### config.mk
export PLATFORM = sky130hd
export DESIGN_NAME = multi_code_message_checker_top
export DESIGN_NICKNAME = d
export VERILOG_FILES = /design/src/hdl/mcc_pkg.sv /design/src/hdl/mcc_accum.sv /design/src/hdl/mcc_select.sv /design/src/hdl/multi_code_message_checker_top.sv
export SDC_FILE = /design/constraint.sdc
export NUM_CORES = 1
export LEC_CHECK = 0
export ABC_AREA = 0
export BUFFER_PORTS_ARGS = -buffer_cell sky130_fd_sc_hd__clkbuf_2
export CAP_MARGIN = 20
export CELL_PAD_IN_SITES_DETAIL_PLACEMENT = 2
export CELL_PAD_IN_SITES_GLOBAL_PLACEMENT = 2
export CORE_UTILIZATION = 41
export CTS_BUF_LIST = sky130_fd_sc_hd__clkbuf_4 sky130_fd_sc_hd__clkbuf_8
export DETAILED_ROUTE_END_ITERATION = 7
export HOLD_SLACK_MARGIN = 0.06
export PLACE_DENSITY = 0.81
export SLEW_MARGIN = 25
export SYNTH_ARGS = -nofsm -noshare
export SYNTH_HDL_FRONTEND = slang
export SYNTH_SLANG_ARGS = --single-unit
### constraint.sdc
create_clock -name clk -period 2.8 [get_ports clk]
set_input_delay 0.14 -clock clk [delete_from_list [all_inputs] [get_ports clk]]
set_output_delay 0.14 -clock clk [all_outputs]
set_load 0.01 [all_outputs]
### src/hdl/mcc_pkg.sv
`timescale 1ns / 1ps
// Shared types, method codes and code functions for the message check-code checker.
// No dependencies; used by mcc_accum, mcc_select and the top level.
package mcc_pkg;

	localparam int unsigned DataW  = 8;
	localparam int unsigned CheckW = 16;
	localparam int unsigned MethW  = 3;
	localparam int unsigned HamW   = 3;

	localparam logic [CheckW-1:0] CrcInit = 16'hFFFF;

	typedef enum logic [MethW-1:0] {
		METH_NONE     = 3'd0,
		METH_PARITY   = 3'd1,
		METH_XOR      = 3'd2,
		METH_CRC16    = 3'd3,
		METH_HAMMING  = 3'd4,
		METH_CHECKSUM = 3'd5
	} method_t;

	// All codes of a message, as they stand after the current beat.
	typedef struct packed {
		logic              parity;
		logic [DataW-1:0]  xor_code;
		logic [CheckW-1:0] crc;
		logic [DataW-1:0]  sum;
		logic [HamW-1:0]   ham;
	} codes_t;

	// One byte of CRC-16/CCITT-FALSE, polynomial 0x1021, MSB first.
	function automatic logic [CheckW-1:0] crc_update(input logic [CheckW-1:0] crc,
			input logic [DataW-1:0] b);
		logic [DataW-1:0] x;
		x = crc[15:8] ^ b;
		x = x ^ {4'd0, x[7:4]};
		crc_update = {crc[7:0], 8'd0} ^ {x[3:0], 12'd0} ^ {3'd0, x, 5'd0} ^ {8'd0, x};
	endfunction

	// Hamming(7,4) parity bits of the low nibble, laid out p4,p2,p1.
	function automatic logic [HamW-1:0] hamming_of(input logic [DataW-1:0] v);
		hamming_of = {v[1] ^ v[2] ^ v[3], v[0] ^ v[2] ^ v[3], v[0] ^ v[1] ^ v[3]};
	endfunction

endpackage

### src/hdl/mcc_accum.sv
`timescale 1ns / 1ps
// Running code accumulators: parity, XOR, CRC-16, sum and first-byte Hamming bits.
// Depends on mcc_pkg.
module mcc_accum (
	input  logic                      clk,
	input  logic                      arst_n,
	input  logic                      advance,
	input  logic                      last,
	input  logic [mcc_pkg::DataW-1:0] data_byte,
	output mcc_pkg::codes_t           codes
);
	import mcc_pkg::*;

	logic              parity_q;
	logic [DataW-1:0]  xor_q;
	logic [CheckW-1:0] crc_q;
	logic [DataW-1:0]  sum_q;
	logic [HamW-1:0]   ham_q;
	logic              first_q;

	always_comb begin
		codes.parity   = parity_q ^ (^data_byte);
		codes.xor_code = xor_q ^ data_byte;
		codes.crc      = crc_update(crc_q, data_byte);
		codes.sum      = sum_q + data_byte;
		codes.ham      = first_q ? hamming_of(data_byte) : ham_q;
	end

	// The last beat of a message hands its codes on and starts the next message clean.
	always_ff @(posedge clk or negedge arst_n) begin
		if (!arst_n) begin
			parity_q <= 1'b0;
			xor_q    <= '0;
			crc_q    <= CrcInit;
			sum_q    <= '0;
			ham_q    <= '0;
			first_q  <= 1'b1;
		end else if (advance) begin
			if (last) begin
				parity_q <= 1'b0;
				xor_q    <= '0;
				crc_q    <= CrcInit;
				sum_q    <= '0;
				ham_q    <= '0;
				first_q  <= 1'b1;
			end else begin
				parity_q <= codes.parity;
				xor_q    <= codes.xor_code;
				crc_q    <= codes.crc;
				sum_q    <= codes.sum;
				ham_q    <= codes.ham;
				first_q  <= 1'b0;
			end
		end
	end

endmodule

### src/hdl/mcc_select.sv
`timescale 1ns / 1ps
// Picks the code named by the method and compares it with the received check value.
// Depends on mcc_pkg.
module mcc_select (
	input  mcc_pkg::codes_t            codes,
	input  logic [mcc_pkg::MethW-1:0]  method,
	input  logic [mcc_pkg::CheckW-1:0] received_check,
	output logic [mcc_pkg::CheckW-1:0] computed_check,
	output logic                       match
);
	import mcc_pkg::*;

	always_comb begin
		case (method_t'(method))
			METH_PARITY:   computed_check = {{(CheckW-1){1'b0}}, codes.parity};
			METH_XOR:      computed_check = {{(CheckW-DataW){1'b0}}, codes.xor_code};
			METH_CRC16:    computed_check = codes.crc;
			METH_HAMMING:  computed_check = {{(CheckW-HamW){1'b0}}, codes.ham};
			METH_CHECKSUM: computed_check = {{(CheckW-DataW){1'b0}}, codes.sum};
			default:       computed_check = '0;
		endcase
		match = (computed_check == received_check);
	end

endmodule

### src/hdl/multi_code_message_checker_top.sv
`timescale 1ns / 1ps
// Top level of the message check-code checker: input register, accumulators, result register.
// Depends on mcc_pkg, mcc_accum and mcc_select.

// The block takes a message one byte per beat and accepts a new beat every clock cycle
// while no last beat waits. A beat sits in the input register, where the running parity,
// XOR, CRC-16/CCITT-FALSE, sum and first-byte Hamming bits are updated in a single pass;
// on the beat marked tlast the code chosen by the method in s_tuser and its match flag
// pass from the input register into the result register. The result register holds
// a result while the sink stalls; non-last beats keep flowing meanwhile, and only a
// last beat waits behind an untaken result. Bytes are unsigned and framing comes from
// tlast alone; unknown methods give a code of zero.
module multi_code_message_checker_top (
	input  logic        clk,
	input  logic        arst_n,
	input  logic        s_tvalid,
	output logic        s_tready,
	input  logic [23:0] s_tdata,   // data_byte[7:0], received_check[23:8]
	input  logic        s_tlast,
	input  logic [2:0]  s_tuser,   // method[2:0]
	output logic        m_tvalid,
	input  logic        m_tready,
	output logic [15:0] m_tdata,   // computed_check[15:0]
	output logic        m_tuser    // match[0]
);
	import mcc_pkg::*;

	logic              valid_s1;
	logic [DataW-1:0]  data_s1;
	logic              last_s1;
	logic [MethW-1:0]  method_s1;
	logic [CheckW-1:0] rcv_s1;

	logic              valid_s2;
	logic [CheckW-1:0] check_s2;
	logic              match_s2;

	logic              out_free;
	logic              consume_s1;
	logic              s_accept;
	codes_t            codes;
	logic [CheckW-1:0] check_nxt;
	logic              match_nxt;

	assign out_free   = !valid_s2 || m_tready;
	assign consume_s1 = valid_s1 && (!last_s1 || out_free);
	assign s_tready   = !valid_s1 || consume_s1;
	assign s_accept   = s_tvalid && s_tready;

	always_ff @(posedge clk or negedge arst_n) begin
		if (!arst_n) begin
			valid_s1 <= 1'b0;
		end else if (s_accept) begin
			valid_s1 <= 1'b1;
		end else if (consume_s1) begin
			valid_s1 <= 1'b0;
		end
	end

	always_ff @(posedge clk) begin
		if (s_accept) begin
			data_s1   <= s_tdata[7:0];
			rcv_s1    <= s_tdata[23:8];
			last_s1   <= s_tlast;
			method_s1 <= s_tuser;
		end
	end

	mcc_accum u_accum (
		.clk       (clk),
		.arst_n    (arst_n),
		.advance   (consume_s1),
		.last      (last_s1),
		.data_byte (data_s1),
		.codes     (codes)
	);

	mcc_select u_select (
		.codes          (codes),
		.method         (method_s1),
		.received_check (rcv_s1),
		.computed_check (check_nxt),
		.match          (match_nxt)
	);

	// A last beat is consumed only when the result register is free or being emptied.
	always_ff @(posedge clk or negedge arst_n) begin
		if (!arst_n) begin
			valid_s2 <= 1'b0;
		end else if (consume_s1 && last_s1) begin
			valid_s2 <= 1'b1;
		end else if (m_tready) begin
			valid_s2 <= 1'b0;
		end
	end

	always_ff @(posedge clk) begin
		if (consume_s1 && last_s1) begin
			check_s2 <= check_nxt;
			match_s2 <= match_nxt;
		end
	end

	assign m_tvalid = valid_s2;
	assign m_tdata  = check_s2;
	assign m_tuser  = match_s2;

endmodule

==> flow_summary.json <==
{
  "violations": "setup timing",
  "clock_sinks": 84,
  "place_congestion": 0.856,
  "grt_pass1_wl_um": 24500,
  "grt_overflow": 0,
  "synth_top_area_share_pct": 29.2,
  "cp.arrival_ps": 3060,
  "netlist_area_mm2": 0.00463,
  "die-area_mm2": 0.0117,
  "tns_ps": -35.2,
  "crit_slowest_cell": "dfrtp_1",
  "min_period_ps": 2840,
  "cts.path.max_buffers": 2,
  "cp.required_ps": 3020,
  "cts_tree": "yes",
  "area_delta_synth_final_pct": 26.6,
  "die_y_um": 108,
  "layout-drive-gt1-share_pct": 27.7,
  "maxCapViolCount": 0,
  "setup_viol": 1,
  "synth_cell_type_count": 59,
  "drt_pass1_iterations": 5,
  "synth_edf_count": 45,
  "yosysTopAreaCell": "edfxtp_1",
  "finClkSkew_ps": 15.0,
  "ys_ff_latch": 84,
  "synthArstFlopShare_pct": 46.4,
  "startpoint_type": "register",
  "syn-num-nets": 442,
  "drc_errors": 0,
  "wirelength_um": 17400,
  "cts_made_buffers": 9,
  "hold_path.class": "in2async",
  "cts.clk_slew.worst_paths_ps": 100,
  "cp-end-kind": "register",
  "syn_avg_cell_area_um2": 11.5,
  "dp_hpwl_um": 10400,
  "post-route-period-util_pct": 101,
  "vdd_drop_max_mv": 0.433,
  "seq_area_frac_synth_pct": 50.7,
  "finalHoldViolCount": 0,
  "wl_per_cell_um": 27.0,
  "synth_area_leaders": "edfxtp_1 29%, dfrtp_1 12%, dfstp_2 9.6%",
  "synthCells": 402,
  "antenna_cells": 0,
  "routed_via_density": 5.83,
  "worst-slew-pin-transition_ps": 634,
  "grt_antenna_before_repair": 0,
  "cp_top_family": "simple AND/OR/NAND/NOR gates",
  "stdcell_count": 645,
  "num_vias": 3758,
  "grtUsageTotal_pct": 29.4,
  "drtIter0Drc": 234,
  "synth_flop_cell": "edfxtp_1",
  "power_leakage_nw": 2.46,
  "fin_ws_ps": -35.2,
  "boundaryPins": 51,
  "criticalPathCategory": "reg2reg",
  "grt_max_degree": 40,
  "slew_viol_final": 0,
  "nNetsFinal": 540,
  "htreeDepth": 3,
  "cpPeakStageDelay_ps": 430,
  "status": "complete, but fails checks",
  "grt_pass1_vias": 4141,
  "die_width_um": 108,
  "antenna_left": 0,
  "fmax_ghz": 0.353,
  "nFillCells": 1057,
  "power_density_mw_per_mm2": 881,
  "place_inst": 587,
  "clkLatencyLatePin_ps": 400,
  "row_count": 38,
  "synth_warnings": 0,
  "crit_buf_inv": 2,
  "clock-root-buffer": "clkbuf_8",
  "worstPathMaxFanout": 3,
  "max_slew_margin_pct": 57.7,
  "numPortBuffers": 50,
  "crit_chain": "ha_4, inv_1, fa_2, nor2b_2, o31a_1, buf_4, o21ai_2, and4_1, nor4_1, o2111ai_1, nor4_2",
  "core_area_mm2": 0.0109,
  "start_util_pct": 42.4
}
-- cells in the mapped netlist (all sizes together), types with 2 or more instances --
library cell,count
a2111oi,3
a211o,2
a211oi,2
a21o,5
a21oi,21
a22o,4
and2,2
and3,3
and3b,2
and4,2
buf,8
clkbuf,16
dfrtp,22
dfstp,17
edfxtp,45
ha,7
inv,9
mux2i,9
nand2,34
nand2b,5
nand3,7
nand3b,4
nand4,2
nand4b,3
nor2,38
nor2b,3
nor3,5
nor4,3
o2111ai,2
o211ai,2
o21ai,32
o22a,2
o31a,2
o31ai,2
or3,5
xnor2,29
xnor3,7
xor2,16
xor3,7
-- where the power goes --
part | switching, mW | internal [mW] | total (mW)
Combinational | 1.27 | 1.05 | 2.32
Clock | 0.535 | 0.434 | 0.969
Sequential | 0.256 | 1.62 | 1.88
-- metrics by stage --
stage / hold WS [ps] / area, um2 / utilization, % / worst slack, ps / power, mW
3_3_place_gp: 316 / 5090 / 46.5 / 200 / 3.66
5_1_grt: 363 / 5860 / 53.6 / -105 / 5.36
6_report: 323 / 5860 / 53.6 / -35.2 / 5.17
2_1_floorplan: -156 / 4630 / - / 384 / 3.19
3_5_place_dp: 221 / 5090 / 46.5 / 79.7 / 3.84
4_1_cts: 360 / 5620 / 51.4 / 9.52 / 4.84
-- worst paths after layout --
kind | start | endpoint | slack, ps | cells past startpoint
worst max-delay path | u_accum.sum_q[0] | m_tuser | -40 | 11
worst min-delay path | arst_n | u_accum.xor_q[3] | 320 | 2
worst max register to register | u_accum.sum_q[0] | m_tuser | -40 | 11
worst min register to register | u_accum.sum_q[2] | u_accum.sum_q[2] | 500 | 2
max in group asynchronous | arst_n | u_accum.sum_q[7] | 2060 | 2
min in group clk | s_tdata[9] | rcv_s1[1] | 450 | 2
-- kinds of logic (layout without fill, tap and decap cells) --
logic type	count (synthesis)	in the layout	share of synthesized area, %
AOI/OAI and AO/OA	89	89	12.6
xor gates and xnor gates	59	59	16.5
adders and majority gates	8	8	2.32
buffers and inverters	33	136	3.19
DFF	84	84	50.7
muxes	9	9	1.94
and+or+nand+nor	120	120	12.8
-- registers in the layout, indices dropped and copies added (netlist names) --
signal            count
method_s1             3
valid_s1              1
last_s1               1
u_accum.xor_q         8
u_accum.crc_q        16
data_s1               8
u_accum.parity_q      1
m_tvalid              1
u_accum.ham_q         3
rcv_s1               16
m_tdata              16
u_accum.sum_q         8
u_accum.first_q       1
m_tuser               1
-- placed cells by master (no fill, tap or decap), types with 9 or more instances in the layout --
cell | netlist | layout
a21oi_1 | 21 | 20
buf_4 | 4 | 29
clkbuf_2 | 0 | 49
clkbuf_8 | 0 | 9
dfrtp_1 | 22 | 22
dfstp_2 | 17 | 17
dlygate4sd3_1 | 0 | 31
edfxtp_1 | 45 | 45
inv_1 | 9 | 9
nand2_1 | 34 | 34
nor2_1 | 38 | 38
o21ai_0 | 32 | 29
xnor2_1 | 25 | 23
xor2_1 | 14 | 14
-- final cells by class --
cell class              count  area, um2  share of cell area, %
repair buffers            111        801                   13.7
clock buffers              10        131                   2.24
multi-input cells         285       2300                   39.2
flip-flops and latches     84       2350                   40.0
well taps                 140        175                   2.99
inverters                   9       33.8                  0.576
clock inverters             6       73.8                   1.26
-- layer usage --
layer | track usage, % | share of wire [%]
met2 | 49.3 | 51
met5 | 0 | 0
met1 | 36.5 | 41
met4 | 14.8 | 4.1
met3 | 5.30 | 4.4
-- worst register-to-register path, cell delays in order (launching register included) --
cell	delay, ps
dfrtp_1	430
ha_4	170
inv_1	60
fa_2	370
nor2b_2	160
o31a_1	200
buf_4	140
o21ai_2	70
and4_1	260
nor4_1	310
o2111ai_1	220
nor4_2	270
-- repair_timing --
action                                  in CTS  in global routing
pin swaps                                    1                 11
hold buffers                                31                  0
buffers inserted                             0                 11
endpoints found under the setup margin       1                  1
hold endpoints to repair                    52                  0
gates resized for setup                      4                 25
(Power assumes the default switching activity.)
